`src/rtl/core/u8dec_pkg.sv`:
```
// u8dec_pkg: shared types, codes and constants of the utf-8 stream decoder
// used by u8dec_step and utf8_stream_decoder_core; no dependencies

package u8dec_pkg;

	localparam int COUNT_BITS_DEF = 16;

	localparam int BYTE_W   = 8;
	localparam int CP_W     = 21;
	localparam int CNT_W    = 18;
	localparam int REASON_W = 2;
	localparam int DEST_W   = 16;
	localparam int MODE_W   = 2;
	localparam int CFG_IDX_W  = 2;
	localparam int CFG_DATA_W = 16;
	localparam int OUT_DATA_W = 48;

	// register indexes
	localparam logic [CFG_IDX_W-1:0] REG_CHAR_WIDTH = 2'd0;
	localparam logic [CFG_IDX_W-1:0] REG_DEST_SIZE  = 2'd1;

	// character width modes
	localparam logic [MODE_W-1:0] WM_BYTE = 2'd0;
	localparam logic [MODE_W-1:0] WM_HALF = 2'd1;
	localparam logic [MODE_W-1:0] WM_FULL = 2'd2;

	// stop reasons
	localparam logic [REASON_W-1:0] STOP_NONE      = 2'd0;
	localparam logic [REASON_W-1:0] STOP_MALFORMED = 2'd1;
	localparam logic [REASON_W-1:0] STOP_TOO_WIDE  = 2'd2;
	localparam logic [REASON_W-1:0] STOP_FULL      = 2'd3;

	// code point limits
	localparam logic [CP_W-1:0] CP_MIN2    = 21'h00080;
	localparam logic [CP_W-1:0] CP_MIN3    = 21'h00800;
	localparam logic [CP_W-1:0] CP_SURR_LO = 21'h0D800;
	localparam logic [CP_W-1:0] CP_SURR_HI = 21'h0DFFF;
	localparam logic [CP_W-1:0] CP_MIN4    = 21'h10000;
	localparam logic [CP_W-1:0] CP_MAX     = 21'h10FFFF;
	localparam logic [CP_W-1:0] CP_MAX_W0  = 21'h000FF;
	localparam logic [CP_W-1:0] CP_MAX_W1  = 21'h0FFFF;

	// stream state except the character counter
	typedef struct packed {
		logic [1:0]          conts_left;
		logic [2:0]          seq_length;
		logic [CP_W-1:0]     partial_value;
		logic [CNT_W-1:0]    byte_total;
		logic                halted;
		logic [REASON_W-1:0] halt_code;
	} dec_state_t;

	typedef struct packed {
		logic [CP_W-1:0]     code_point;
		logic                end_of_string;
		logic [CNT_W-1:0]    consumed_bytes;
		logic [REASON_W-1:0] stop_reason;
	} dec_result_t;

	typedef struct packed {
		logic        emit;
		dec_result_t res;
	} dec_out_t;

	localparam dec_state_t STATE_CLEAR = '{
		conts_left:    2'd0,
		seq_length:    3'd0,
		partial_value: '0,
		byte_total:    '0,
		halted:        1'b0,
		halt_code:     STOP_NONE
	};

endpackage

```
`src/rtl/core/utf8_stream_decoder_core.sv`:
```
// utf8_stream_decoder_core: rfc 3629 utf-8 decoder, depends on u8dec_pkg and u8dec_step
// a result passes through the input register and then the result register before it is valid on the master side
// throughput: one byte per cycle while the master side drains results, set by the combinational
//   step logic between the input register and the result register; zero or one result per byte
// reset: arst_n clears stream state, counters and both valid flags, and loads
//   width mode 2 and destination size 65535

module utf8_stream_decoder_core #(
	parameter int COUNT_BITS = u8dec_pkg::COUNT_BITS_DEF
) (
	input  logic                             clk,
	input  logic                             arst_n,
	// configuration write port
	input  logic                             cfg_we,
	input  logic [u8dec_pkg::CFG_IDX_W-1:0]  cfg_index,
	input  logic [u8dec_pkg::CFG_DATA_W-1:0] cfg_data,
	// byte stream in
	input  logic                             s_axis_tvalid,
	output logic                             s_axis_tready,
	input  logic [u8dec_pkg::BYTE_W-1:0]     s_axis_tdata,   // [7:0] in_byte
	// code point stream out
	output logic                             m_axis_tvalid,
	input  logic                             m_axis_tready,
	output logic [u8dec_pkg::OUT_DATA_W-1:0] m_axis_tdata,
	// m_axis_tdata: [20:0] code_point, [38:21] consumed_bytes,
	//   [40:39] stop_reason, [47:41] zero
	output logic                             m_axis_tlast    // end_of_string
);

	// configuration registers
	logic [u8dec_pkg::MODE_W-1:0] char_width_mode_q;
	logic [u8dec_pkg::DEST_W-1:0] dest_size_q;

	// input register
	logic                         valid_s1;
	logic [u8dec_pkg::BYTE_W-1:0] byte_s1;

	// stream state
	u8dec_pkg::dec_state_t        state_q;
	u8dec_pkg::dec_state_t        state_nxt;
	logic [COUNT_BITS-1:0]        chars_q;
	logic [COUNT_BITS-1:0]        chars_nxt;
	u8dec_pkg::dec_out_t          step_out;

	// result register
	logic                         out_valid_q;
	u8dec_pkg::dec_result_t       res_q;

	logic                         advance;

	// the byte in s1 is processed when the result register can take its result;
	// a waiting result never blocks as long as the downstream side drains it
	assign advance       = valid_s1 && (!out_valid_q || m_axis_tready);
	assign s_axis_tready = !valid_s1 || advance;

	always_ff @(posedge clk or negedge arst_n) begin
		if (!arst_n) begin
			char_width_mode_q <= u8dec_pkg::WM_FULL;
			dest_size_q       <= '1;
		end else if (cfg_we) begin
			case (cfg_index)
				u8dec_pkg::REG_CHAR_WIDTH: char_width_mode_q <= cfg_data[u8dec_pkg::MODE_W-1:0];
				u8dec_pkg::REG_DEST_SIZE:  dest_size_q       <= cfg_data[u8dec_pkg::DEST_W-1:0];
				default: ;  // unknown index, ignored
			endcase
		end
	end

	// input stage
	always_ff @(posedge clk or negedge arst_n) begin
		if (!arst_n) begin
			valid_s1 <= 1'b0;
		end else if (s_axis_tready) begin
			valid_s1 <= s_axis_tvalid;
		end
	end

	always_ff @(posedge clk) begin
		if (s_axis_tready && s_axis_tvalid) begin
			byte_s1 <= s_axis_tdata;
		end
	end

	// one byte of decoding: lead/continuation parse, range and width checks
	u8dec_step #(
		.COUNT_BITS (COUNT_BITS)
	) u_step (
		.in_byte         (byte_s1),
		.char_width_mode (char_width_mode_q),
		.dest_size       (dest_size_q),
		.cur             (state_q),
		.chars_cur       (chars_q),
		.nxt             (state_nxt),
		.chars_nxt       (chars_nxt),
		.out             (step_out)
	);

	always_ff @(posedge clk or negedge arst_n) begin
		if (!arst_n) begin
			state_q <= u8dec_pkg::STATE_CLEAR;
			chars_q <= '0;
		end else if (advance) begin
			state_q <= state_nxt;
			chars_q <= chars_nxt;
		end
	end

	// result register
	always_ff @(posedge clk or negedge arst_n) begin
		if (!arst_n) begin
			out_valid_q <= 1'b0;
		end else begin
			if (m_axis_tready)
				out_valid_q <= 1'b0;
			if (advance && step_out.emit)
				out_valid_q <= 1'b1;
		end
	end

	always_ff @(posedge clk) begin
		if (advance && step_out.emit) begin
			res_q <= step_out.res;
		end
	end

	assign m_axis_tvalid = out_valid_q;
	assign m_axis_tlast  = res_q.end_of_string;
	assign m_axis_tdata  = {
		(u8dec_pkg::OUT_DATA_W - u8dec_pkg::CP_W - u8dec_pkg::CNT_W - u8dec_pkg::REASON_W)'(0),
		res_q.stop_reason,
		res_q.consumed_bytes,
		res_q.code_point
	};

	// a stop reason only ever rides on the final item of a string
	a_reason_final: assert property (@(posedge clk) disable iff (!arst_n)
		m_axis_tvalid |-> (m_axis_tlast || res_q.stop_reason == u8dec_pkg::STOP_NONE))
		else $error("stop reason on a non-final item");

	// a halted stream holds no partial sequence and carries a real stop code
	a_halt_clean: assert property (@(posedge clk) disable iff (!arst_n)
		state_q.halted |-> (state_q.conts_left == 2'd0
			&& state_q.halt_code != u8dec_pkg::STOP_NONE))
		else $error("halted with a pending sequence or no stop code");

	// the terminator leaves a clean stream behind
	a_term_clear: assert property (@(posedge clk) disable iff (!arst_n)
		(advance && byte_s1 == '0) |=> (state_q == u8dec_pkg::STATE_CLEAR && chars_q == '0))
		else $error("stream state not cleared after terminator");

	// a continuation count always stays below the length of the open sequence
	a_seq_len: assert property (@(posedge clk) disable iff (!arst_n)
		(state_q.conts_left != 2'd0) |-> ({1'b0, state_q.conts_left} < state_q.seq_length))
		else $error("continuation count exceeds sequence length");

endmodule

```
`src/rtl/core/u8dec_step.sv`:
```
// u8dec_step: next-state and result logic for one utf-8 byte
// depends on u8dec_pkg

module u8dec_step #(
	parameter int COUNT_BITS = u8dec_pkg::COUNT_BITS_DEF
) (
	input  logic [u8dec_pkg::BYTE_W-1:0] in_byte,
	input  logic [u8dec_pkg::MODE_W-1:0] char_width_mode,
	input  logic [u8dec_pkg::DEST_W-1:0] dest_size,
	input  u8dec_pkg::dec_state_t        cur,
	input  logic [COUNT_BITS-1:0]        chars_cur,
	output u8dec_pkg::dec_state_t        nxt,
	output logic [COUNT_BITS-1:0]        chars_nxt,
	output u8dec_pkg::dec_out_t          out
);

	localparam int CMP_W = (COUNT_BITS > u8dec_pkg::DEST_W) ? COUNT_BITS : u8dec_pkg::DEST_W;

	logic                         full;
	logic [u8dec_pkg::DEST_W-1:0] dest_m1;
	logic                         fin;
	logic [u8dec_pkg::CP_W-1:0]   fin_cp;
	logic [2:0]                   fin_len;
	logic                         bad;
	logic                         wide;
	logic [u8dec_pkg::CNT_W-1:0]  total_inc;
	logic [u8dec_pkg::CP_W-1:0]   merged;

	assign dest_m1 = dest_size - u8dec_pkg::DEST_W'(1);
	assign full = (dest_size == '0)
		|| (CMP_W'(chars_cur) >= CMP_W'(dest_m1))
		|| (&chars_cur);
	assign merged = {cur.partial_value[u8dec_pkg::CP_W-7:0], in_byte[5:0]};

	always_comb begin
		nxt       = cur;
		chars_nxt = chars_cur;
		out       = '0;
		fin       = 1'b0;
		fin_cp    = '0;
		fin_len   = 3'd0;
		bad       = 1'b0;
		wide      = 1'b0;
		total_inc = cur.byte_total;

		if (in_byte == '0) begin
			// terminator: final result, then a clean stream
			out.emit                   = 1'b1;
			out.res.end_of_string      = 1'b1;
			out.res.consumed_bytes     = cur.byte_total;
			if (cur.halted)
				out.res.stop_reason = cur.halt_code;
			else if (cur.conts_left != 2'd0)
				out.res.stop_reason = u8dec_pkg::STOP_MALFORMED;
			else
				out.res.stop_reason = u8dec_pkg::STOP_NONE;
			nxt       = u8dec_pkg::STATE_CLEAR;
			chars_nxt = '0;
		end else if (cur.halted) begin
			// drop bytes until the terminator
		end else if (cur.conts_left == 2'd0) begin
			if (full) begin
				nxt = u8dec_pkg::STATE_CLEAR;
				nxt.byte_total = cur.byte_total;
				nxt.halted     = 1'b1;
				nxt.halt_code  = u8dec_pkg::STOP_FULL;
			end else if (in_byte[7] == 1'b0) begin
				fin     = 1'b1;
				fin_cp  = u8dec_pkg::CP_W'(in_byte);
				fin_len = 3'd1;
			end else if (in_byte[7:5] == 3'b110) begin
				nxt.seq_length    = 3'd2;
				nxt.conts_left    = 2'd1;
				nxt.partial_value = u8dec_pkg::CP_W'(in_byte[4:0]);
			end else if (in_byte[7:4] == 4'b1110) begin
				nxt.seq_length    = 3'd3;
				nxt.conts_left    = 2'd2;
				nxt.partial_value = u8dec_pkg::CP_W'(in_byte[3:0]);
			end else if (in_byte[7:3] == 5'b11110) begin
				nxt.seq_length    = 3'd4;
				nxt.conts_left    = 2'd3;
				nxt.partial_value = u8dec_pkg::CP_W'(in_byte[2:0]);
			end else begin
				nxt = u8dec_pkg::STATE_CLEAR;
				nxt.byte_total = cur.byte_total;
				nxt.halted     = 1'b1;
				nxt.halt_code  = u8dec_pkg::STOP_MALFORMED;
			end
		end else if (in_byte[7:6] != 2'b10) begin
			nxt = u8dec_pkg::STATE_CLEAR;
			nxt.byte_total = cur.byte_total;
			nxt.halted     = 1'b1;
			nxt.halt_code  = u8dec_pkg::STOP_MALFORMED;
		end else begin
			nxt.partial_value = merged;
			nxt.conts_left    = cur.conts_left - 2'd1;
			if (cur.conts_left == 2'd1) begin
				fin     = 1'b1;
				fin_cp  = merged;
				fin_len = cur.seq_length;
			end
		end

		// character complete: range check, width check, emit
		if (fin) begin
			case (fin_len)
				3'd2: bad = fin_cp < u8dec_pkg::CP_MIN2;
				3'd3: bad = (fin_cp < u8dec_pkg::CP_MIN3)
					|| (fin_cp inside {[u8dec_pkg::CP_SURR_LO:u8dec_pkg::CP_SURR_HI]});
				3'd4: bad = (fin_cp < u8dec_pkg::CP_MIN4) || (fin_cp > u8dec_pkg::CP_MAX);
				default: bad = 1'b0;
			endcase
			wide = ((char_width_mode == u8dec_pkg::WM_BYTE) && (fin_cp > u8dec_pkg::CP_MAX_W0))
				|| ((char_width_mode == u8dec_pkg::WM_HALF) && (fin_cp > u8dec_pkg::CP_MAX_W1));
			total_inc = cur.byte_total + u8dec_pkg::CNT_W'(fin_len);
			nxt = u8dec_pkg::STATE_CLEAR;
			if (bad) begin
				nxt.byte_total = cur.byte_total;
				nxt.halted     = 1'b1;
				nxt.halt_code  = u8dec_pkg::STOP_MALFORMED;
			end else if (wide) begin
				nxt.byte_total = total_inc;
				nxt.halted     = 1'b1;
				nxt.halt_code  = u8dec_pkg::STOP_TOO_WIDE;
			end else begin
				nxt.byte_total         = total_inc;
				chars_nxt              = chars_cur + COUNT_BITS'(1);
				out.emit               = 1'b1;
				out.res.code_point     = fin_cp;
				out.res.end_of_string  = 1'b0;
				out.res.consumed_bytes = total_inc;
				out.res.stop_reason    = u8dec_pkg::STOP_NONE;
			end
		end
	end

endmodule

```
`config.mk`:
```
export PLATFORM = sky130hd
export DESIGN_NAME = utf8_stream_decoder_core
export DESIGN_NICKNAME = d
export VERILOG_FILES = /design/src/rtl/core/u8dec_pkg.sv /design/src/rtl/core/utf8_stream_decoder_core.sv /design/src/rtl/core/u8dec_step.sv
export SDC_FILE = /design/constraint.sdc
export NUM_CORES = 1
export LEC_CHECK = 0
export BUFFER_PORTS_ARGS = -buffer_cell sky130_fd_sc_hd__buf_2
export CORE_ASPECT_RATIO = 0.5
export CORE_MARGIN = 1.5
export CORE_UTILIZATION = 40
export CTS_BUF_LIST = sky130_fd_sc_hd__clkbuf_4 sky130_fd_sc_hd__clkbuf_8
export DETAILED_ROUTE_END_ITERATION = 10
export PLACE_DENSITY = 0.62
export SETUP_SLACK_MARGIN = 0.02
export SYNTH_ARGS = -nofsm -noshare
export SYNTH_HDL_FRONTEND = slang
export SYNTH_SLANG_ARGS = --single-unit
export TNS_END_PERCENT = 20
```
`constraint.sdc`:
```
create_clock -name clk -period 12.9 [get_ports clk]
set_input_delay 0.645 -clock clk [delete_from_list [all_inputs] [get_ports clk]]
set_output_delay 0.645 -clock clk [all_outputs]
set_load 0.005 [all_outputs]
```
==> impl_results.md, run 1 <==
* Status: complete, no violations
* Post-Route WL at 17,000 um
* Most common cell after layout, fill and taps aside: buf_2
* Clock Skew at 0.0170 ns
* Die width at 189 um
* CTS tree: yes
* Post-synth EDFFs at 50
* #FFs+latches synth at 127
* Nets@finish at 759
* PortBufs at 74
* Final Hold Fails at 0
* Combinational Power Share at 20.6%
* Unrepaired setup endpoints after global routing: no
* Reg2reg start: dest_size_q[7]
* Post-DRT Antenna Nets at 0
* Power share of the clock group at 31.2%
* Leading post-synthesis cells by cell area: dfrtp_1 (22%), edfxtp_1 (22%), dfstp_2 (6.5%)
* FP Rows at 33
* Final Setup Violations at 0
* Inserted Clock Buffers at 17
* Register area at 3450 um2
* Placed Cells at 912
* Final period utilization at 40.8%
* Reg-to-reg slack, setup at 7.63 ns
* Int Power at 760 uW
* Pins Over Slew Limit at 0
* Initial antenna violation count at 1
* Cts hold-fix bufs at 0
* Worst hold path class: in -> async
* Net Sw Frac at 33.1%
* Layout area overhead at 13.2%
* # diodes at 0
* Post-route non-filler standard cell count at 944
* Yosys cell types at 77
* Synth Warn # at 0
* Clock root cell: clkbuf_8
* Wire length per cell at 18.0 um
* Leakage power figure at 0.00322 uW
* DP Wirelength at 11,600 um
* Post-synthesis sequential area ratio at 49.9%
* Worst-path cell chain: or4_4 > nor4_4 > nor3b_1 > xnor2_1 > ha_1 > and4_1 > nand4_1 > a2bb2oi_1 > nand3_4 > or2_2 > a21oi_1 > ha_1 > fa_1 > a21o_1 > and3_1 > nand4_1 > or3_1 > nor2_1 > nand3_1 > o221ai_1
* CP Capture Type: flop
* FILL cells at 1,556
* Total Die Area at 18,100 um2
* Core area at 16,600 um2
* PwrDens at 145 nW/um2
* CTS sink cnt at 127
* Placement Cell Area at 7430 um2
* Top cell type by total area after synthesis: dfrtp_1
* Drt drc at 0
* Critical Path AT at 5.55 ns
* Initial drt markers at 414
* Drt first pass iters at 5
* Postcts setup bufs at 0
* Gr usage total at 19.8%
* FF-to-FF End: m_axis_tdata[37]
* Cts repair resizes at 0
* WS Path Type: reg -> reg
* Slowest CP cell: or4_4
* CP Launch Type: flop
* Max_slew headroom at 31.6%
* CP max FO at 10
* Share of post-route cells with drive strength above 1 at 24.4%
* Final min period at 5.27 ns
* Prevailing post-synth register cell: dfrtp_1
* Clock latency on the worst-skew pair at 0.45 ns
* Required @ worst endpoint at 13.18 ns
* Sum Neg Setup Slack at 0 ns
* DR vias at 5,441
* Worst slew pin tran at 1.03 ns
* Max-cap violations at 0
* Commonest cells after routing, fill and taps aside: buf_2 (73), dfrtp_1 (60), edfxtp_1 (50)
* Initial core utilization at 41.6%
* IO Count at 82
* First-pass GRT wire length at 27,800 um
* Vias in the first global route at 5,306
* Peak supply drop at 0.0701 mV
* Vias/cell at 5.76
* Critical Path Max Stage Delay at 0.58 ns
* Reg power frac at 48.2%
* Ys async rst share at 60.6%
* GR Overflow Total at 0
* Switching power at 376 uW
* Synth top area share at 21.7%
* Mean Syn Cell Area at 10.9 um2
* Multi-input gate area at 3200 um2
* Reg2reg path depth at 20
* Routability cong. at 0.842
* H-tree Lvls at 4
* Post-synthesis cell count at 633
* Maximum clock path buffer count at 2
* Pin count of the biggest net entering global routing at 78
* FMAX at 0.190 GHz
* CTS clk-pin slew, worst paths at 0.08 ns
* Post-route cell area at 7830 um2
* Die Ht at 96.0 um
* Area of the mapped netlist at 6920 um2
state kept, by name, summed over array words and instances (netlist names):
| signal | cells |
|---|---|
| dest_size_q | 16 |
| byte_s1 | 8 |
| m_axis_tdata | 41 |
| m_axis_tvalid | 1 |
| m_axis_tlast | 1 |
| valid_s1 | 1 |
| chars_q | 16 |
| state_q | 41 |
| char_width_mode_q | 2 |
cells by family (layout without fill, tap and decap cells):
kind of cell | Yosys count | in the layout | share of synthesized area (%)
mux | 20 | 20 | 3.26
simple gates | 240 | 240 | 19.3
fa+ha+maj | 24 | 24 | 4.45
flops | 127 | 127 | 49.9
other cells | 1 | 7 | 0.0542
buf+inv | 56 | 134 | 4.14
xor+xnor | 16 | 16 | 2.03
compound gates | 149 | 149 | 16.9
how the worst max path moves through the flow:
stage,startpoint,endpoint,slack [ns],cells past startpoint
floorplan,dest_size_q[7],state_q[19],8.20,19
global placement,dest_size_q[7],m_axis_tdata[37],7.80,20
detailed placement,dest_size_q[7],m_axis_tdata[37],7.68,20
CTS,dest_size_q[7],m_axis_tdata[37],7.64,20
global route,dest_size_q[7],m_axis_tdata[37],7.20,20
finish,dest_size_q[7],m_axis_tdata[37],7.63,20
per-layer routing:
layer | track usage (%) | wire length [um] | up-vias
met5 | 0 | 0 | -
met4 | 5.62 | 150 | 0
met3 | 4.45 | 946 | 14
met2 | 31.1 | 7460 | 172
met1 | 27.7 | 8400 | 2687
li1 | - | - | 2568
power by group through the flow:
stage	sequential, uW	combinational, uW	clock (uW)
floorplan	528	185	0
global placement	551	226	0
detailed placement	554	234	0
CTS	546	236	362
global route	556	268	380
finish	547	234	354
Yosys cell counts, types with 6 or more instances:
cell type	instances
mux2_2	20
clkbuf_1	10
xnor2_1	10
a21o_1	7
nor2_1	42
buf_2	9
nor3_1	14
o2bb2ai_1	8
edfxtp_1	50
inv_1	22
dfstp_2	17
a21oi_1	12
o21ai_0	22
a221o_1	9
nand2b_1	6
ha_1	23
nand3_1	37
a22o_1	24
o211ai_1	8
nand4_1	21
or2_2	6
and3_1	27
nor4_1	7
dfrtp_1	60
buf_4	8
nand2_1	43
a31oi_1	6
a211oi_1	9
xor2_1	6
layout make-up:
class,count,area share (%)
clock buffer,20,3.35
clock inverter,12,1.73
inverter,23,1.10
multi-input combinational,456,40.9
sequential,127,44.0
tap,227,3.63
timing repair buffer,79,5.24
worst max-delay path: cells and delay by family, from the launching register on:
family                   cells  cell delay (ns)
AND/OR/NAND/NOR             12             3.06
AO/OA/AOI/OAI                4             0.75
adder cells (fa/ha/maj)      3             0.72
flip-flops                   1             0.40
XOR/XNOR                     1             0.16
through the flow:
stage / power, uW / util [%] / hold slack, ns / worst slack, ns
floorplan: 714 / - / 0.349 / 8.20
global placement: 777 / 44.7 / 0.477 / 7.80
global route: 1200 / 47.1 / 0.343 / 7.20
finish: 1140 / 47.1 / 0.372 / 7.63
CTS: 1140 / 47.1 / 0.347 / 7.64
detailed placement: 788 / 44.7 / 0.492 / 7.68
(Power assumes the default switching activity.)
==> inputs of run 2 (changes only) <==
PLACE_DENSITY = 0.65   (was 0.62)
clock period = 4.34 ns   (was 12.9 ns; I/O delays follow)
==> impl_results.md, run 2 (same netlist as run 1, synthesis figures left out) <==
* FMAX at 0.219 GHz (+15%)
* DR vias at 5,732 (+5.3%)
* H-tree Lvls at 4 (unchanged)
* Gr usage total at 20.4% (+0.59 points)
* CTS clk-pin slew, worst paths at 0.08 ns (about the same)
* Failing checks: setup timing
* Status: finished, violations left
* Die width at 189 um (unchanged)
* Final setup margin at -0.231 ns (-7.86 ns)
* Worst hold path class: in -> reg
* Share of post-route cells with drive strength above 1 at 31.4% (+7.0 points)
* Pin count of the biggest net entering global routing at 78 (unchanged)
* GR Overflow Total at 0 (unchanged)
* DP Wirelength at 12,200 um (+5.7%)
* Initial core utilization at 41.6% (unchanged)
* Final core occ at 51.2% (+4.1 points)
* Total Die Area at 18,100 um2 (unchanged)
* Worst slew pin tran at 1.05 ns (+0.0204 ns)
* Most frequent CP cell: nand4_1
* Unrepaired setup endpoints after global routing: yes
* Final Setup Violations at 16 (+16)
* Maximum clock path buffer count at 2 (unchanged)
* CP max FO at 3 (-7)
* Worst-path cell chain: or4_4 > nor4_4 > buf_4 > nand2_2 > xor2_1 > ha_1 > and4_1 > nand4_1 > a2bb2oi_2 > nand3_4 > or2_4 > a21oi_4 > ha_4 > fa_2 > a21o_1 > and3_4 > nand4_1 > or3_4 > a211oi_2 > o2bb2ai_1
* Drt drc at 0 (unchanged)
* Core area at 16,600 um2 (unchanged)
* Commonest cells after routing, fill and taps aside: buf_2 (73), dfrtp_1 (60), buf_4 (59)
* Final min period at 4.57 ns (-0.697 ns)
* Max-cap violations at 0 (unchanged)
* Leakage power figure at 0.00357 uW (+11%)
* CTS tree: yes
* Placement Cell Area at 7820 um2 (+5.2%)
* Inserted Clock Buffers at 17 (unchanged)
* Critical Path AT at 4.89 ns (-0.66 ns)
* Post-route cell area at 8520 um2 (+8.8%)
* Die Ht at 96.0 um (unchanged)
* CP Launch Type: flop
* Initial drt markers at 445 (+7.5%)
* Placed Cells at 960 (+5.3%)
* PwrDens at 410 nW/um2 (+180%)
* Clock latency on the worst-skew pair at 0.44 ns (about the same)
* Wire length per cell at 17.4 um (-3.1%)
* Clock root cell: clkbuf_8
* Most common cell after layout, fill and taps aside: buf_2
* Vias/cell at 5.65 (-1.9%)
* Pins Over Slew Limit at 0 (unchanged)
* Nets@finish at 829 (+9.2%)
* Vias in the first global route at 5,597 (+5.5%)
* First-pass GRT wire length at 28,800 um (+3.6%)
* Initial antenna violation count at 0 (-1)
* Pre-CTS setup slack at -0.272 ns (-7.95 ns)
* Drt first pass iters at 5 (unchanged)
* CTS sink cnt at 127 (unchanged)
* Clock Skew at 0.0163 ns (-0.000754 ns)
* # diodes at 0 (unchanged)
* Layout area overhead at 23.1%
* Total Power at 3490 uW (+210%)
* Final Hold Fails at 0 (unchanged)
* Peak supply drop at 0.214 mV (+210%)
* IO Count at 82 (unchanged)
* PortBufs at 74 (unchanged)
* Required @ worst endpoint at 4.66 ns (-8.52 ns)
* Critical Path Max Stage Delay at 0.56 ns (-0.02 ns)
* WS Path Type: reg -> reg
* Post-route non-filler standard cell count at 1,014 (+7.4%)
* CP Capture Type: flop
* Max_slew headroom at 30.2% (-1.4 points)
* FILL cells at 1,498 (-3.7%)
* Slowest CP cell: or4_4
* Routability cong. at 0.856 (+1.7%)
* Final period utilization at 105% (+64 points)
* Post-DRT Antenna Nets at 0 (unchanged)
* Post-Route WL at 17,600 um (+4.0%)
* FP Rows at 33 (unchanged)
-- run 2: critical path, delay by kind of cell (launching register included) --
| kind | cells | cell delay, ns |
|---|---|---|
| compound gates | 5 | 0.86 |
| buf+inv | 1 | 0.16 |
| flops | 1 | 0.38 |
| fa+ha+maj | 3 | 0.65 |
| xor+xnor | 1 | 0.14 |
| simple gates | 10 | 2.28 |
-- run 2: final cells by class --
cell class                 count  area [um2]  share of cell area [%]
tap                          227         284                    3.33
clock inverter                13         153                    1.79
multi-input combinational    456        3310                    38.9
timing repair buffer         149         978                    11.5
clock buffer                  19         255                    3.00
sequential                   127        3450                    40.5
inverter                      23        86.3                    1.01
-- run 2: final timing paths --
kind / cells past startpoint / start / end / slack [ns]
max: 20 / dest_size_q[10] / state_q[19] / -0.23
min: 2 / cfg_data[10] / dest_size_q[10] / 0.02
max reg2reg: 20 / dest_size_q[10] / state_q[19] / -0.23
min reg2reg: 1 / state_q[0] / state_q[0] / 0.50
max in group asynchronous: 2 / arst_n / chars_q[11] / 3.16
min in group asynchronous: 2 / arst_n / state_q[7] / 0.49
-- run 2: timing repair --
item	4_1_cts	5_1_grt
resized for setup	12	6
pin swaps	18	7
setup buffers	3	2
setup endpoints to repair	17	51
hold endpoints to repair	44	0
hold buffers	17	0
-- run 2: through the flow --
step | TNS [ns] | hold WS [ns]
finish | -1.95 | 0.0175
global route | -7.78 | 0.00509
CTS | -2.27 | 0.0000779
detailed placement | -2.02 | 0.396
global placement | -0.474 | 0.396
floorplan | -0.372 | -0.0786
-- run 2: layer usage --
layer | part of all wire (%) | global-route usage [%] | wire (um)
met5 | 0 | 0 | 0
met3 | 5.4 | 4.08 | 955
met4 | 1.3 | 7.08 | 229
met1 | 49 | 28.5 | 8690
met2 | 44 | 32.0 | 7770
-- run 2: report_power, final --
| part | switching, uW | internal [uW] | total [uW] |
|---|---|---|---|
| logic | 441 | 374 | 815 |
| registers | 200 | 1410 | 1610 |
| clock network | 521 | 546 | 1070 |
